File: src/design/tfr_pkg.sv
// ----------------------------------------------------------------------------
// Tile frame reassembler package
// Shared constants, the action codes, the sequencer states and the result
// record passed from the sequencer to the output stage.
// ----------------------------------------------------------------------------
`default_nettype none

package tfr_pkg;

  // Frame geometry.
  localparam int MAX_TILES     = 64;
  localparam int TILE_CAPACITY = 1024;
  localparam int TILE_W        = $clog2(MAX_TILES);
  localparam int OFF_W         = $clog2(TILE_CAPACITY);
  localparam int FILL_W        = OFF_W + 1;
  localparam int BADDR_W       = TILE_W + OFF_W;
  localparam int CNT_W         = TILE_W + 1;
  localparam int TOTAL_W       = 17;
  localparam int LEN_W         = 32;
  localparam int POS_W         = LEN_W + 1;
  localparam int PREFIX_BYTES  = 4;
  localparam int NONE_MISSING  = MAX_TILES;

  // Requested operation of one input transfer.
  typedef enum logic [1:0] {
    ACT_STORE = 2'd0,
    ACT_JUDGE = 2'd1,
    ACT_READ  = 2'd2,
    ACT_CLEAR = 2'd3
  } act_t;

  // Sequencer states.
  typedef enum logic [3:0] {
    S_IDLE,
    S_FILL_RD,
    S_FILL_WR,
    S_SCAN,
    S_LEN_RD,
    S_LEN_CHK,
    S_PREFIX,
    S_DECIDE,
    S_WALK_RD,
    S_WALK_CHK,
    S_BYTE_GET,
    S_EMIT
  } state_t;

  // One result item.
  typedef struct packed {
    logic               report_valid;
    logic               complete;
    logic [CNT_W-1:0]   expected_tiles;
    logic [CNT_W-1:0]   present_tiles;
    logic [CNT_W-1:0]   gap_tile;
    logic [TOTAL_W-1:0] total_bytes;
    logic [LEN_W-1:0]   declared_length;
    logic               overflow;
    logic               byte_valid;
    logic [7:0]         payload_byte;
    logic               last_byte;
  } res_t;

endpackage

`default_nettype wire

File: src/design/tfr_ctrl.sv
// ----------------------------------------------------------------------------
// Tile frame reassembler sequencer
// Runs one request at a time against the fill-length RAM and the byte RAM:
// store read-modify-write, the slot scan for a judge or read, the prefix fetch and
// the tile walk that locates the next payload byte.
// ----------------------------------------------------------------------------
`default_nettype none

module tfr_ctrl (
  input  wire logic                        clk,
  input  wire logic                        rst,
  // Request side
  input  wire logic                        in_valid,
  output      logic                        in_ready,
  input  wire tfr_pkg::act_t               in_action,
  input  wire logic [tfr_pkg::TILE_W-1:0]  in_tile,
  input  wire logic [7:0]                  in_data,
  // Result side
  input  wire logic                        slot_free,
  output      logic                        res_valid,
  output      tfr_pkg::res_t               res_out,
  // Fill-length RAM
  output      logic                        fill_wr_en,
  output      logic [tfr_pkg::TILE_W-1:0]  fill_wr_addr,
  output      logic [tfr_pkg::FILL_W-1:0]  fill_wr_data,
  output      logic                        fill_rd_en,
  output      logic [tfr_pkg::TILE_W-1:0]  fill_rd_addr,
  input  wire logic [tfr_pkg::FILL_W-1:0]  fill_rd_data,
  // Byte RAM
  output      logic                        byte_wr_en,
  output      logic [tfr_pkg::BADDR_W-1:0] byte_wr_addr,
  output      logic [7:0]                  byte_wr_data,
  output      logic                        byte_rd_en,
  output      logic [tfr_pkg::BADDR_W-1:0] byte_rd_addr,
  input  wire logic [7:0]                  byte_rd_data
);

  import tfr_pkg::*;

  state_t               state, state_next;
  act_t                 act, act_next;
  logic [TILE_W-1:0]    tile, tile_next;
  logic [7:0]           data, data_next;
  logic [MAX_TILES-1:0] nonempty, nonempty_next;
  logic [TOTAL_W-1:0]   total, total_next;
  logic [LEN_W-1:0]     emitted, emitted_next;
  logic                 overflow, overflow_next;
  logic [TILE_W-1:0]    idx, idx_next;
  logic                 any, any_next;
  logic [TILE_W-1:0]    low, low_next;
  logic [TILE_W-1:0]    high, high_next;
  logic [CNT_W-1:0]     cnt, cnt_next;
  logic [CNT_W-1:0]     first_empty, first_empty_next;
  logic [LEN_W-1:0]     declared, declared_next;
  logic                 has_prefix, has_prefix_next;
  logic [2:0]           pfx, pfx_next;
  logic [POS_W-1:0]     pos, pos_next;
  res_t                 res, res_next;

  // Working values of the current step.
  logic [FILL_W-1:0]    fill_cur;
  logic [POS_W-1:0]     walk_fill;
  logic [CNT_W-1:0]     expected;
  logic                 complete;

  assign res_out = res;

  // Control registers.
  always_ff @(posedge clk) begin
    if (rst) begin
      state    <= S_IDLE;
      nonempty <= '0;
      total    <= '0;
      emitted  <= '0;
      overflow <= 1'b0;
    end else begin
      state    <= state_next;
      nonempty <= nonempty_next;
      total    <= total_next;
      emitted  <= emitted_next;
      overflow <= overflow_next;
    end
  end

  // Working registers.
  always_ff @(posedge clk) begin
    act         <= act_next;
    tile        <= tile_next;
    data        <= data_next;
    idx         <= idx_next;
    any         <= any_next;
    low         <= low_next;
    high        <= high_next;
    cnt         <= cnt_next;
    first_empty <= first_empty_next;
    declared    <= declared_next;
    has_prefix  <= has_prefix_next;
    pfx         <= pfx_next;
    pos         <= pos_next;
    res         <= res_next;
  end

  // Frame status figures derived from the finished scan. A frame can only be
  // complete once the lowest filled slot carries the whole length prefix.
  always_comb begin
    expected = any ? (CNT_W'(high) + CNT_W'(1)) : '0;
    complete = has_prefix && (total >= TOTAL_W'(PREFIX_BYTES)) &&
               (POS_W'(total) >= (POS_W'(declared) + POS_W'(PREFIX_BYTES)));
  end

  // Next state and outputs.
  always_comb begin
    state_next       = state;
    act_next         = act;
    tile_next        = tile;
    data_next        = data;
    nonempty_next    = nonempty;
    total_next       = total;
    emitted_next     = emitted;
    overflow_next    = overflow;
    idx_next         = idx;
    any_next         = any;
    low_next         = low;
    high_next        = high;
    cnt_next         = cnt;
    first_empty_next = first_empty;
    declared_next    = declared;
    has_prefix_next  = has_prefix;
    pfx_next         = pfx;
    pos_next         = pos;
    res_next         = res;

    in_ready     = 1'b0;
    res_valid    = 1'b0;
    fill_wr_en   = 1'b0;
    fill_wr_addr = tile;
    fill_wr_data = '0;
    fill_rd_en   = 1'b0;
    fill_rd_addr = tile;
    byte_wr_en   = 1'b0;
    byte_wr_addr = '0;
    byte_wr_data = data;
    byte_rd_en   = 1'b0;
    byte_rd_addr = '0;

    fill_cur  = '0;
    walk_fill = '0;

    unique case (state)
      // Take a request; a clear completes here.
      S_IDLE: begin
        in_ready = 1'b1;
        if (in_valid) begin
          act_next         = in_action;
          tile_next        = in_tile;
          data_next        = in_data;
          idx_next         = '0;
          any_next         = 1'b0;
          low_next         = '0;
          high_next        = '0;
          cnt_next         = '0;
          first_empty_next = CNT_W'(NONE_MISSING);
          declared_next    = '0;
          has_prefix_next  = 1'b0;
          unique case (in_action)
            ACT_STORE: state_next = S_FILL_RD;
            ACT_CLEAR: begin
              nonempty_next = '0;
              total_next    = '0;
              emitted_next  = '0;
              overflow_next = 1'b0;
            end
            default: state_next = S_SCAN;
          endcase
        end
      end

      // Store: fetch the fill length of the slot.
      S_FILL_RD: begin
        fill_rd_en   = 1'b1;
        fill_rd_addr = tile;
        state_next   = S_FILL_WR;
      end

      // Store: append the byte or flag the drop.
      S_FILL_WR: begin
        fill_cur = nonempty[tile] ? fill_rd_data : '0;
        if (fill_cur >= FILL_W'(TILE_CAPACITY)) begin
          overflow_next = 1'b1;
        end else begin
          byte_wr_en          = 1'b1;
          byte_wr_addr        = {tile, fill_cur[OFF_W-1:0]};
          fill_wr_en          = 1'b1;
          fill_wr_data        = fill_cur + FILL_W'(1);
          nonempty_next[tile] = 1'b1;
          total_next          = total + TOTAL_W'(1);
        end
        state_next = S_IDLE;
      end

      // Judge or read: one slot flag per cycle.
      S_SCAN: begin
        if (nonempty[idx]) begin
          if (!any) begin
            low_next = idx;
          end
          high_next = idx;
          any_next  = 1'b1;
          cnt_next  = cnt + CNT_W'(1);
        end else if (first_empty == CNT_W'(NONE_MISSING)) begin
          first_empty_next = CNT_W'(idx);
        end
        idx_next = idx + TILE_W'(1);
        if (idx == TILE_W'(MAX_TILES - 1)) begin
          state_next = any_next ? S_LEN_RD : S_DECIDE;
        end
      end

      // Judge or read: fill length of the lowest filled slot.
      S_LEN_RD: begin
        fill_rd_en   = 1'b1;
        fill_rd_addr = low;
        state_next   = S_LEN_CHK;
      end

      S_LEN_CHK: begin
        pfx_next        = '0;
        has_prefix_next = (fill_rd_data >= FILL_W'(PREFIX_BYTES));
        state_next = (fill_rd_data >= FILL_W'(PREFIX_BYTES)) ? S_PREFIX : S_DECIDE;
      end

      // Judge or read: four prefix bytes, issued and collected one per cycle.
      S_PREFIX: begin
        if (!pfx[2]) begin
          byte_rd_en   = 1'b1;
          byte_rd_addr = {low, OFF_W'(pfx[1:0])};
        end
        case (pfx)
          3'd1:    declared_next[7:0]   = byte_rd_data;
          3'd2:    declared_next[15:8]  = byte_rd_data;
          3'd3:    declared_next[23:16] = byte_rd_data;
          3'd4:    declared_next[31:24] = byte_rd_data;
          default: declared_next        = declared;
        endcase
        pfx_next = pfx + 3'd1;
        if (pfx == 3'd4) begin
          state_next = S_DECIDE;
        end
      end

      // Form the report, or start the walk for a read; a read with no byte due gets an empty result.
      S_DECIDE: begin
        res_next          = '0;
        res_next.overflow = overflow;
        if (act == ACT_JUDGE) begin
          res_next.report_valid    = 1'b1;
          res_next.complete        = complete;
          res_next.expected_tiles  = expected;
          res_next.present_tiles   = cnt;
          res_next.gap_tile        = (first_empty < expected) ? first_empty
                                                              : CNT_W'(NONE_MISSING);
          res_next.total_bytes     = total;
          res_next.declared_length = declared;
          state_next               = S_EMIT;
        end else if (complete && (emitted < declared)) begin
          idx_next   = '0;
          pos_next   = POS_W'(emitted) + POS_W'(PREFIX_BYTES);
          state_next = S_WALK_RD;
        end else begin
          state_next = S_EMIT;
        end
      end

      // Read: fetch the next slot length.
      S_WALK_RD: begin
        fill_rd_en   = 1'b1;
        fill_rd_addr = idx;
        state_next   = S_WALK_CHK;
      end

      // Read: stop in the slot that holds the position, else step past it.
      S_WALK_CHK: begin
        walk_fill = nonempty[idx] ? POS_W'(fill_rd_data) : '0;
        if (pos < walk_fill) begin
          byte_rd_en   = 1'b1;
          byte_rd_addr = {idx, pos[OFF_W-1:0]};
          state_next   = S_BYTE_GET;
        end else if (idx == TILE_W'(MAX_TILES - 1)) begin
          state_next = S_EMIT;
        end else begin
          pos_next   = pos - walk_fill;
          idx_next   = idx + TILE_W'(1);
          state_next = S_WALK_RD;
        end
      end

      // Read: the payload byte is back.
      S_BYTE_GET: begin
        res_next.byte_valid   = 1'b1;
        res_next.payload_byte = byte_rd_data;
        res_next.last_byte    = ((POS_W'(emitted) + POS_W'(1)) == POS_W'(declared));
        emitted_next          = emitted + LEN_W'(1);
        state_next            = S_EMIT;
      end

      // Hand the result to the output register.
      S_EMIT: begin
        if (slot_free) begin
          res_valid  = 1'b1;
          state_next = S_IDLE;
        end
      end

      default: state_next = S_IDLE;
    endcase
  end

endmodule

`default_nettype wire

File: config.mk
export PLATFORM = sky130hd
export DESIGN_NAME = tfr_ctrl
export DESIGN_NICKNAME = d
export VERILOG_FILES = /design/src/design/tfr_pkg.sv /design/src/design/tfr_ctrl.sv
export SDC_FILE = /design/constraint.sdc
export NUM_CORES = 1
export LEC_CHECK = 0
export BUFFER_PORTS_ARGS = -buffer_cell sky130_fd_sc_hd__buf_2
export CORE_ASPECT_RATIO = 2
export CORE_MARGIN = 8
export CORE_UTILIZATION = 48
export CTS_CLUSTER_DIAMETER = 120
export DETAILED_ROUTE_END_ITERATION = 7
export GPL_TIMING_DRIVEN = 1
export PLACE_DENSITY = 0.69
export SYNTH_ARGS = -nofsm -noshare
export SYNTH_HDL_FRONTEND = slang
export SYNTH_SLANG_ARGS = --single-unit
File: constraint.sdc
create_clock -name clk -period 7.2 [get_ports clk]
set_input_delay 0 -clock clk [delete_from_list [all_inputs] [get_ports clk]]
set_output_delay 0 -clock clk [all_outputs]
set_load 0.05 [all_outputs]
# After elaboration in Yosys (flattened, before gate mapping)
# Cells that the tools add are included.
# W data, S select, Z words.
[op_classes]
n_addsub = 11
order_cmp = 10
n_eq_ne = 39
muxes = 91
bitwise_logic = 1
n_reduce_logical = 33
[op_table]
columns = ["op", "count"]
rows = [
  ["$mux W64", 3],
  ["$mux W33", 4],
  ["$pmux W32 S2", 2],
  ["$pmux W64 S2", 1],
  ["$mux W32", 3],
  ["$mux W72", 1],
  ["$add A32 B3 Y33 const B", 2],
  ["$pmux W33 S2", 1],
  ["$mux W16", 4],
  ["$or A64 B64 Y64", 1],
  ["$mux W17", 3],
  ["$mux W7", 7],
  ["$mux W6", 8],
  ["$mux W11", 4],
  ["$pmux W4 S11", 1],
  ["$pmux W6 S2", 3],
  ["$pmux W17 S2", 1],
  ["$add A32 B1 Y33 const B", 1],
  ["$eq A33 B32 Y1", 1],
  ["$ge A17 B33 Y1", 1],
  ["$lt A33 B11 Y1", 1],
  ["$sub A33 B11 Y33", 1],
  ["$add A32 B1 Y32 const B", 1],
  ["$lt A32 B32 Y1", 1],
  ["49 further kinds", 129],
]
[totals]
regBits = 319
inputBits = 39
output_inout_bits = 152
wordCells = 218

# Longest topological paths before layout
# Gate-level depths: netlist (run 1).
[logic_depth]
word_depth = 7
mapped_depth = 22
mapped_depth_nobuf = 19

# Least setup slack after synthesis (run 1)
# Ideal clock, no wire load.
[synth_path]
path_kind = "reg2reg"
start = "register idx[0]"
end = "register pos[0] (enable)"
setup_time_ns = 0.670
arrival_ns = 5.152
required_time_ns = 6.530
setup_slack_ns = 1.378
stages_incl_launch_ff = 21
path_buffers = 5
period_less_slack_ns = 5.822
path_cell_list = "edfxtp_1 buf_2 buf_2 clkbuf_1 buf_2 mux2i_1 a311oi_1 nand2_1 nand3_1 o21a_1 buf_2 nand2_1 ha_1 a211o_1 o211ai_1 a21oi_1 nor3_1 nand3b_4 or3_1 nand3_1 o21ai_0"
[synth_via]
elab_chain_len = 6
elab_cells_between_ends = 8
classes_between = "order compare: 1; eq/ne: 3; mux: 3; reduce/logical: 1"
[synth_rtl]
columns = ["item", "line", "rtl"]
rows = [
  ["start, declared", "tfr_ctrl.sv:48", "logic [TILE_W-1:0] idx, idx_next;"],
  ["start signal, assigned", "tfr_ctrl.sv:90", "idx <= idx_next;"],
  ["$bmux W1 S6", "tfr_ctrl.sv:283", "walk_fill = nonempty[idx] ? POS_W'(fill_rd_data) : '0;"],
  ["$mux W1 (not written as such)", "tfr_ctrl.sv:283", ""],
  ["$mux W11", "tfr_ctrl.sv:283", ""],
  ["$lt A33 B11 Y1", "tfr_ctrl.sv:284", "if (pos < walk_fill) begin"],
  ["$ne A2 B2 Y1 (no line)", "-", ""],
  ["$reduce_and A5 Y1 (no line) *", "-", ""],
  ["end signal, assigned", "tfr_ctrl.sv:99", "pos <= pos_next;"],
  ["end, declared", "tfr_ctrl.sv:57", "logic [POS_W-1:0] pos, pos_next;"],
]
# Every way passes the cells marked *; elsewhere a longest branch is shown, timed or not. The select of a mux whose other input is x is not followed.
# A chain may end at the register's enable or synchronous reset.

# Final worst setup path (run 1)
[layout_path]
start = "register idx[2]"
end = "output byte_rd_addr[2] (netlist name)"
[layout_via]
elab_chain_len = 6
[layout_rtl]
columns = ["item", "line", "rtl"]
rows = [
  ["$bmux W1 S6", "tfr_ctrl.sv:283", ""],
  ["$mux W1 (not written as such)", "tfr_ctrl.sv:283", ""],
  ["$mux W11", "tfr_ctrl.sv:283", ""],
  ["$lt A33 B11 Y1", "tfr_ctrl.sv:284", ""],
  ["$mux W16", "tfr_ctrl.sv:284", ""],
  ["$pmux W16 S2", "tfr_ctrl.sv:149", "unique case (state)"],
  ["end, declared", "tfr_ctrl.sv:34", "output logic [tfr_pkg::BADDR_W-1:0] byte_rd_addr,"],
]
# No other way between the ends. The select of a mux whose other input is x is not followed.

==> impl_results.md, run 1 <==
- CP Capture Type: output port
- GP Congestion: 0.971
- Nets: 2232
- Post-route setup slack: 0.502 ns
- Pwr Total: 5.92 mW
- Synth warnings: 0
- Core ar.: 37900 sq um
- Tightest hold margin: 0.0524 ns
- Final min period: 6.70 ns
- Crit path launch type: register
- Pre-CTS setup slack: 0.968 ns
- Number of primary I/O pins: 191
- Clock latency on the worst-skew pair: 0.59 ns
- Area leader, netlist: edfxtp_1
- Post-synth EDFFs: 201
- Status: finished, final reports clean
- Post-Synthesis Cells: 1963
- Layout area overhead: 13.3%
- Die width: 155 um
- Final setup TNS: 0 ns
- Hold crit path type: in -> reg
- Crit path from: idx[2]$_SDFFCE_PN0P_
- Reg2reg setup slack: 1.08 ns
- Drt first pass iters: 6
- VDD IR max: 0.296 mV
- Netlist Area Pre-Place: 18500 sq um
- Top_reg_cell synth: edfxtp_1
- CTS tree: done
- Combinational share of power: 0.309
- Final setup fails: 0
- FF/Latch Area: 8400 sq um
- Layout cell share with drive strength beyond 1: 0.148
- CP dominant cell by count: nand2_1
- RR Endpoint: idx[5]$_SDFFCE_PN0P_
- Post-DRT Antenna Nets: 0
- Critical path data arrival time: 6.70 ns
- Final wirelength: 62.1 mm
- Post-synthesis sequential area ratio: 0.455
- FF-to-FF path depth: 17
- Drt drc: 0
- Critical path class: reg -> out
- Achievable frequency: 149 MHz
- Max cap viols: 0
- H-Tree Depth: 1
- Clk pwr share: 0.275
- Utilization after layout: 0.552
- Post-synth top area share: 0.327
- Port Buffers: 190
- Synthesized net count: 2084
- Final hold violations: 0
- Post_cts resized: 0
- Pwr per Cell Area: 283 nW/um^2
- CTS Sinks: 319
- CTS Buf Count: 29
- Leak: 8.14 nW
- Initial core utilization: 0.487
- Buf+Inv Stages, Crit Path: 3
- Reg power frac: 0.417
- Top cells by area, synth: edfxtp_1, dfxtp_1, ha_1, nor2_1, xnor2_1
- Root buffer cell: clkbuf_16
- Die Span Y: 293 um
- Fin crit share: 0.930
- Switch Pwr: 2.30 mW
- Path length in cells of the critical path: 18
- Drt wl/cell: 23.9 um
- Slowest CP cell: edfxtp_1
- Residual overflow from global routing: 0
- GRT Resource Usage Total: 0.269
- Vias per cell: 6.13
- Sw Share: 0.389
- Mapped Avg Cell Area: 9.41 sq um
- Vias in the first global route: 16511
- Largest stage delay, worst path: 0.73 ns
- CP endpoint: byte_rd_addr[2]
- Crit Path Max Fanout: 16
- Post-DP HPWL: 46.5 mm
- Critical Path RT: 7.20 ns
- Fraction of registers with async set/reset: 0
- Die footprint: 45400 sq um
- Pint: 3.62 mW
- Initial antenna violation count: 2
- Yosys cell types: 78
- Post-synthesis register bit count: 319
- # rows: 101
- Multi-input gate area: 9360 sq um
- Buffers from clock root to sink, at most: 3
- Via count: 15946
- Crit-path leading delay family: simple AND/OR/NAND/NOR gates
- Clk slew on worst S/H paths: 0.07 ns
- Starting DRT DRC Count: 968
- Critical path cell sequence: clkinv_1 -> nand2_1 -> o211ai_1 -> nor4b_1 -> a31oi_1 -> nand3_1 -> o21a_1 -> nand2_1 -> ha_1 -> nor2b_1 -> o31ai_1 -> a211oi_1 -> nor3_1 -> nand3b_4 -> nor4_4 -> buf_4 -> and2_1 -> buf_2
- Pins Over Slew Limit: 0
- Clk_skew: 0.0125 ns
- Slew margin rel.: 0.127
- RSZ-0062 raised after global routing: false
- Largest net degree at the start of global routing: 74
- Actual slew at the worst max-slew pin: 1.31 ns
- Filler instances: 3418
- R2R Path Start: idx[2]$_SDFFCE_PN0P_
- First-pass GRT wire length: 93.8 mm
-- cells in the mapped netlist (7+ instances only) --
cell	count
a211oi_1	15
a21o_1	7
a21oi_1	125
a221oi_1	14
a22o_1	18
a22oi_1	11
a31oi_1	23
and2_1	65
and3_1	43
buf_2	21
clkbuf_1	90
dfxtp_1	118
edfxtp_1	201
ha_1	81
inv_1	56
mux2_2	9
mux2i_1	13
mux4_2	18
nand2_1	170
nand2b_1	16
nand3_1	66
nand4_1	27
nor2_1	269
nor2b_1	25
nor3_1	63
nor4_1	24
o211ai_1	8
o21a_1	8
o21ai_0	76
o31ai_1	14
or2_2	7
or3_1	13
xnor2_1	108
xor2_1	50
-- metal layers --
layer  up-vias  share of wire  global-route usage
li1       7333              -                   -
met1      7643           0.31               0.241
met2       705           0.53               0.508
met3       265          0.059              0.0418
met4         0          0.095               0.238
met5         -              0                   0
-- placed cells by master (no fill, tap or decap), drive strengths merged, types with 14 or more instances in the layout --
master,Yosys,final
nand4,27,27
inv,56,58
a211oi,15,15
nor3,63,63
nand3,66,66
nand2,171,171
nor2b,25,25
a31oi,24,24
a21oi,126,126
clkbuf,90,37
nor4,30,30
xnor2,108,108
ha,81,81
edfxtp,201,201
buf,32,211
o21ai,77,77
dfxtp,118,118
and3,43,43
xor2,50,50
nor2,271,271
nand2b,16,16
mux4,18,18
and2,65,65
dlygate4sd3,0,28
or3,14,14
o31ai,14,14
a221oi,14,14
a22o,18,18
-- worst register-to-register path, stage by stage (launching register included) --
cell and delay [ns]:
edfxtp_1 0.73, clkinv_1 0.48, nand2_1 0.25, o211ai_1 0.13, nor4b_1 0.37, a31oi_1 0.07, nand3_1 0.12, o21a_1 0.59
nand2_1 0.18, ha_1 0.30, nor2b_1 0.14, o31ai_1 0.41, a211oi_1 0.17, nor3_1 0.54, nand3b_4 0.20, nor4_4 0.73
nor2_2 0.12, and3_1 0.33
-- through the flow --
step | cells | instance area (sq um)
floorplan | 1963 | 18500
global placement | 2514 | 19700
detailed placement | 2514 | 19700
CTS | 2596 | 20900
global route | 2599 | 20900
finish | 2600 | 20900
-- power by group through the flow --
stage | Sequential [mW] | Combinational, mW | Clock [mW]
finish | 2.47 | 1.83 | 1.63
global route | 2.48 | 1.97 | 1.71
CTS | 2.46 | 1.81 | 1.65
detailed placement | 2.50 | 1.78 | 0
global placement | 2.50 | 1.75 | 0
floorplan | 2.37 | 1.34 | 0
-- sequential cells by signal, summed over array words and instances, names as in the netlist --
register      count
total            17
high              6
overflow          1
state             4
res_out          83
first_empty       7
act               2
pfx               3
emitted          32
fill_wr_addr      6
any               1
low               6
has_prefix        1
nonempty         64
byte_wr_data      8
cnt               7
declared         32
idx               6
pos              33
-- cells by family (layout without fill, tap and decap cells) --
family	after synthesis	count (layout)	share of synthesized area
AOI/OAI and AO/OA	355	355	0.120
xor gates and xnor gates	158	158	0.0749
adders and majority gates	82	82	0.0559
buffers and inverters	181	352	0.0394
DFF	319	319	0.455
muxes	40	40	0.0345
other	0	3	0
and+or+nand+nor	828	828	0.220
-- how the worst min path moves through the flow --
stage	start	end	slack (ns)	cells after the start
6_report	fill_rd_data[0]	pos[0]$_DFFE_PP_	0.05	4
5_1_grt	fill_rd_data[0]	pos[0]$_DFFE_PP_	0.06	4
4_1_cts	fill_rd_data[0]	pos[0]$_DFFE_PP_	0.02	4
3_5_place_dp	in_data[6]	byte_wr_data[6]$_DFFE_PP_	0.18	1
3_3_place_gp	in_tile[2]	fill_wr_addr[2]$_DFFE_PP_	0.18	1
2_1_floorplan	in_action[0]	act[0]$_DFFE_PP_	0.1	0
-- cell type report --
class	count	share of cell area
clock inverters	17	0.00897
inverters	59	0.0106
flip-flops and latches	319	0.401
multi-input cells	1463	0.447
repair buffers	239	0.0664
well taps	463	0.0277
clock buffers	37	0.0376
diodes	3	0.000359
-- timing repair --
action | in CTS | in global routing
hold buffers | 28 | 0
setup buffers | 0 | 1
endpoints found under the hold margin | 84 | 0
endpoints found under the setup margin | 0 | 15
No activity file was read; power rests on OpenSTA's default activity.
==> run 2: changes to the inputs <==
CTS_BUF_LIST = sky130_fd_sc_hd__clkbuf_4   (was unset)
SLEW_MARGIN = 20   (was unset)
clock period = 6.6 ns   (was 7.2 ns; I/O delays follow)
==> impl_results.md, run 2 (same netlist as run 1, synthesis figures left out) <==
- Status: finished, final reports clean (unchanged)
- Initial antenna violation count: 3 (was 2)
- Drt first pass iters: 5 (was 6)
- GP Congestion: 0.977 (was 0.971)
- Crit path launch type: register (unchanged)
- Slew margin rel.: 0.295 (was 0.127)
- Vias per cell: 6.09 (was 6.13)
- Core ar.: 37900 sq um (unchanged)
- Critical path data arrival time: 6.13 ns (was 6.70 ns)
- CTS Sinks: 319 (unchanged)
- Max reg flops: 83 (unchanged)
- First-pass GRT wire length: 96.1 mm (was 93.8 mm)
- Initial core utilization: 0.487 (unchanged)
- Critical Path RT: 6.60 ns (was 7.20 ns)
- Starting DRT DRC Count: 1239 (was 968)
- Critical path class: reg -> out (unchanged)
- Layout area overhead: 15.7% (was 13.3%)
- GRT Resource Usage Total: 0.277 (was 0.269)
- Tightest hold margin: 0.0980 ns (was 0.0524 ns)
- Crit Path Max Fanout: 16 (unchanged)
- CTS Buf Count: 76 (was 29)
- Die footprint: 45400 sq um (unchanged)
- CTS tree: done (unchanged)
- H-Tree Depth: 3 (was 1)
- Max cap viols: 0 (unchanged)
- Layout cell share with drive strength beyond 1: 0.178 (was 0.148)
- Clk slew on worst S/H paths: 0.07 ns (about the same)
- Pwr Total: 6.47 mW (was 5.92 mW)
- Via count: 16619 (was 15946)
- Residual overflow from global routing: 0 (unchanged)
- Final hold violations: 0 (unchanged)
- Hold crit path type: in -> reg (unchanged)
- Crit-path leading delay family: simple AND/OR/NAND/NOR gates (unchanged)
- Final min period: 6.13 ns
- Largest stage delay, worst path: 0.71 ns (was 0.73 ns)
- Achievable frequency: 163 MHz
- Die width: 155 um (unchanged)
- Largest net degree at the start of global routing: 62 (was 74)
- Number of primary I/O pins: 191 (unchanged)
- RSZ-0062 raised after global routing: false (unchanged)
- Post-DRT Antenna Nets: 0 (unchanged)
- VDD IR max: 0.264 mV (was 0.296 mV)
- Final wirelength: 63.4 mm (was 62.1 mm)
- Leak: 8.46 nW (was 8.14 nW)
- Fin crit share: 0.929
- Placed inst area: 19700 sq um (about the same)
- Most frequent cells in the layout: nor2_1, edfxtp_1, buf_2 (unchanged)
- Pwr per Cell Area: 303 nW/um^2 (was 283 nW/um^2)
- Final setup fails: 0 (unchanged)
- Actual slew at the worst max-slew pin: 1.05 ns (was 1.31 ns)
- Buffers from clock root to sink, at most: 3 (unchanged)
- Clk_skew: 0.0738 ns (was 0.0125 ns)
- Post-DP HPWL: 46.9 mm (was 46.5 mm)
- Pins Over Slew Limit: 0 (unchanged)
- Root buffer cell: clkbuf_4 (was clkbuf_16)
- Final setup TNS: 0 ns (unchanged)
- # rows: 101 (unchanged)
- Buf+Inv Stages, Crit Path: 2 (was 3)
- CP Capture Type: output port (unchanged)
- Drt wl/cell: 23.2 um (was 23.9 um)
- Die Span Y: 293 um (unchanged)
- Drt drc: 0 (unchanged)
- Slowest CP cell: edfxtp_1 (unchanged)
- Nets: 2319 (was 2232)
- Critical path cell sequence: mux4_2 -> mux2i_1 -> mux4_2 -> nand2_1 -> o21a_1 -> nand2_1 -> ha_1 -> nor2b_1 -> o31ai_1 -> a211oi_1 -> nor3_1 -> nand3b_4 -> nor4_4 -> buf_4 -> a22o_1 -> buf_2 (was clkinv_1 -> nand2_1 -> o211ai_1 -> nor4b_1 -> a31oi_1 -> nand3_1 -> o21a_1 -> nand2_1 -> ha_1 -> nor2b_1 -> o31ai_1 -> a211oi_1 -> nor3_1 -> nand3b_4 -> nor4_4 -> buf_4 -> and2_1 -> buf_2)
- Port Buffers: 190 (unchanged)
- Vias in the first global route: 17023 (was 16511)
- Clock latency on the worst-skew pair: 0.80 ns (was 0.59 ns)
- Post-Layout Inst Area: 21400 sq um (was 20900 sq um)
- Most common cell after layout, fill and taps aside: nor2_1 (unchanged)
[run 2: cell count changes in the layout (fill, tap and decap cells not counted), moves of 6 or more]
cell / delta
clkbuf_1: -6
clkinv_1: +15
dlygate4sd3_1: +30
clkbuf_4: +114
clkbuf_16: -30
buf_4: +9
[run 2: layout make-up]
class / instances / area (sq um)
fill: 3418 / 16500
multi-input combinational: 1463 / 9370
sequential: 319 / 8400
timing repair buffer: 279 / 1780
clock buffer: 114 / 856
tap: 463 / 579
inverter: 59 / 221
clock inverter: 25 / 170
antenna: 5 / 12.5
[run 2: repair_timing]
| action | in CTS | in global routing |
|---|---|---|
| setup buffers | 0 | 5 |
| gates resized for setup | 0 | 0 |
| setup endpoints to repair | 0 | 18 |
| hold endpoints to repair | 107 | 0 |
| hold buffers | 58 | 0 |
[run 2: worst paths after layout]
check,end,from,slack (ns),depth (start not counted)
worst max-delay path,byte_rd_addr[11],idx[1]$_SDFFCE_PN0P_,0.47,16
worst min-delay path,res_out[1]$_SDFFCE_PN0P_,byte_rd_data[0],0.1,3
worst max register to register,state[0]$_SDFFE_PP0P_,idx[1]$_SDFFCE_PN0P_,0.87,16
worst min register to register,nonempty[59]$_SDFFE_PP0P_,nonempty[59]$_SDFFE_PP0P_,0.50,2
[run 2: worst min-delay path, stage by stage]
cell and delay [ns]:
dlygate4sd3_1 0.54, buf_2 0.11, and3_1 0.13
[run 2: power by group]
group	internal (mW)	leakage, nW	switching (mW)	total [mW]
registers	2.36	2.91	0.284	2.64
logic	0.662	4.94	1.44	2.10
clock network	0.878	0.606	0.852	1.73
[run 2: through the flow]
step | cells | setup WS [ns] | utilization
after CTS | 2717 | 0.100 | 0.562
after global placement | 2520 | 0.964 | 0.520
after global routing | 2725 | 0.0576 | 0.564
after detailed placement | 2520 | 0.730 | 0.520
after floorplan | 1963 | 0.778 | -
final | 2727 | 0.470 | 0.564
[run 2: per-layer routing]
metal / vias to the layer above / GRT usage / wire, um
met5: - / 0 / 0
met4: 0 / 0.253 / 6030
met3: 336 / 0.0595 / 4150
met2: 822 / 0.518 / 33700
met1: 7920 / 0.239 / 19500
li1: 7541 / - / -
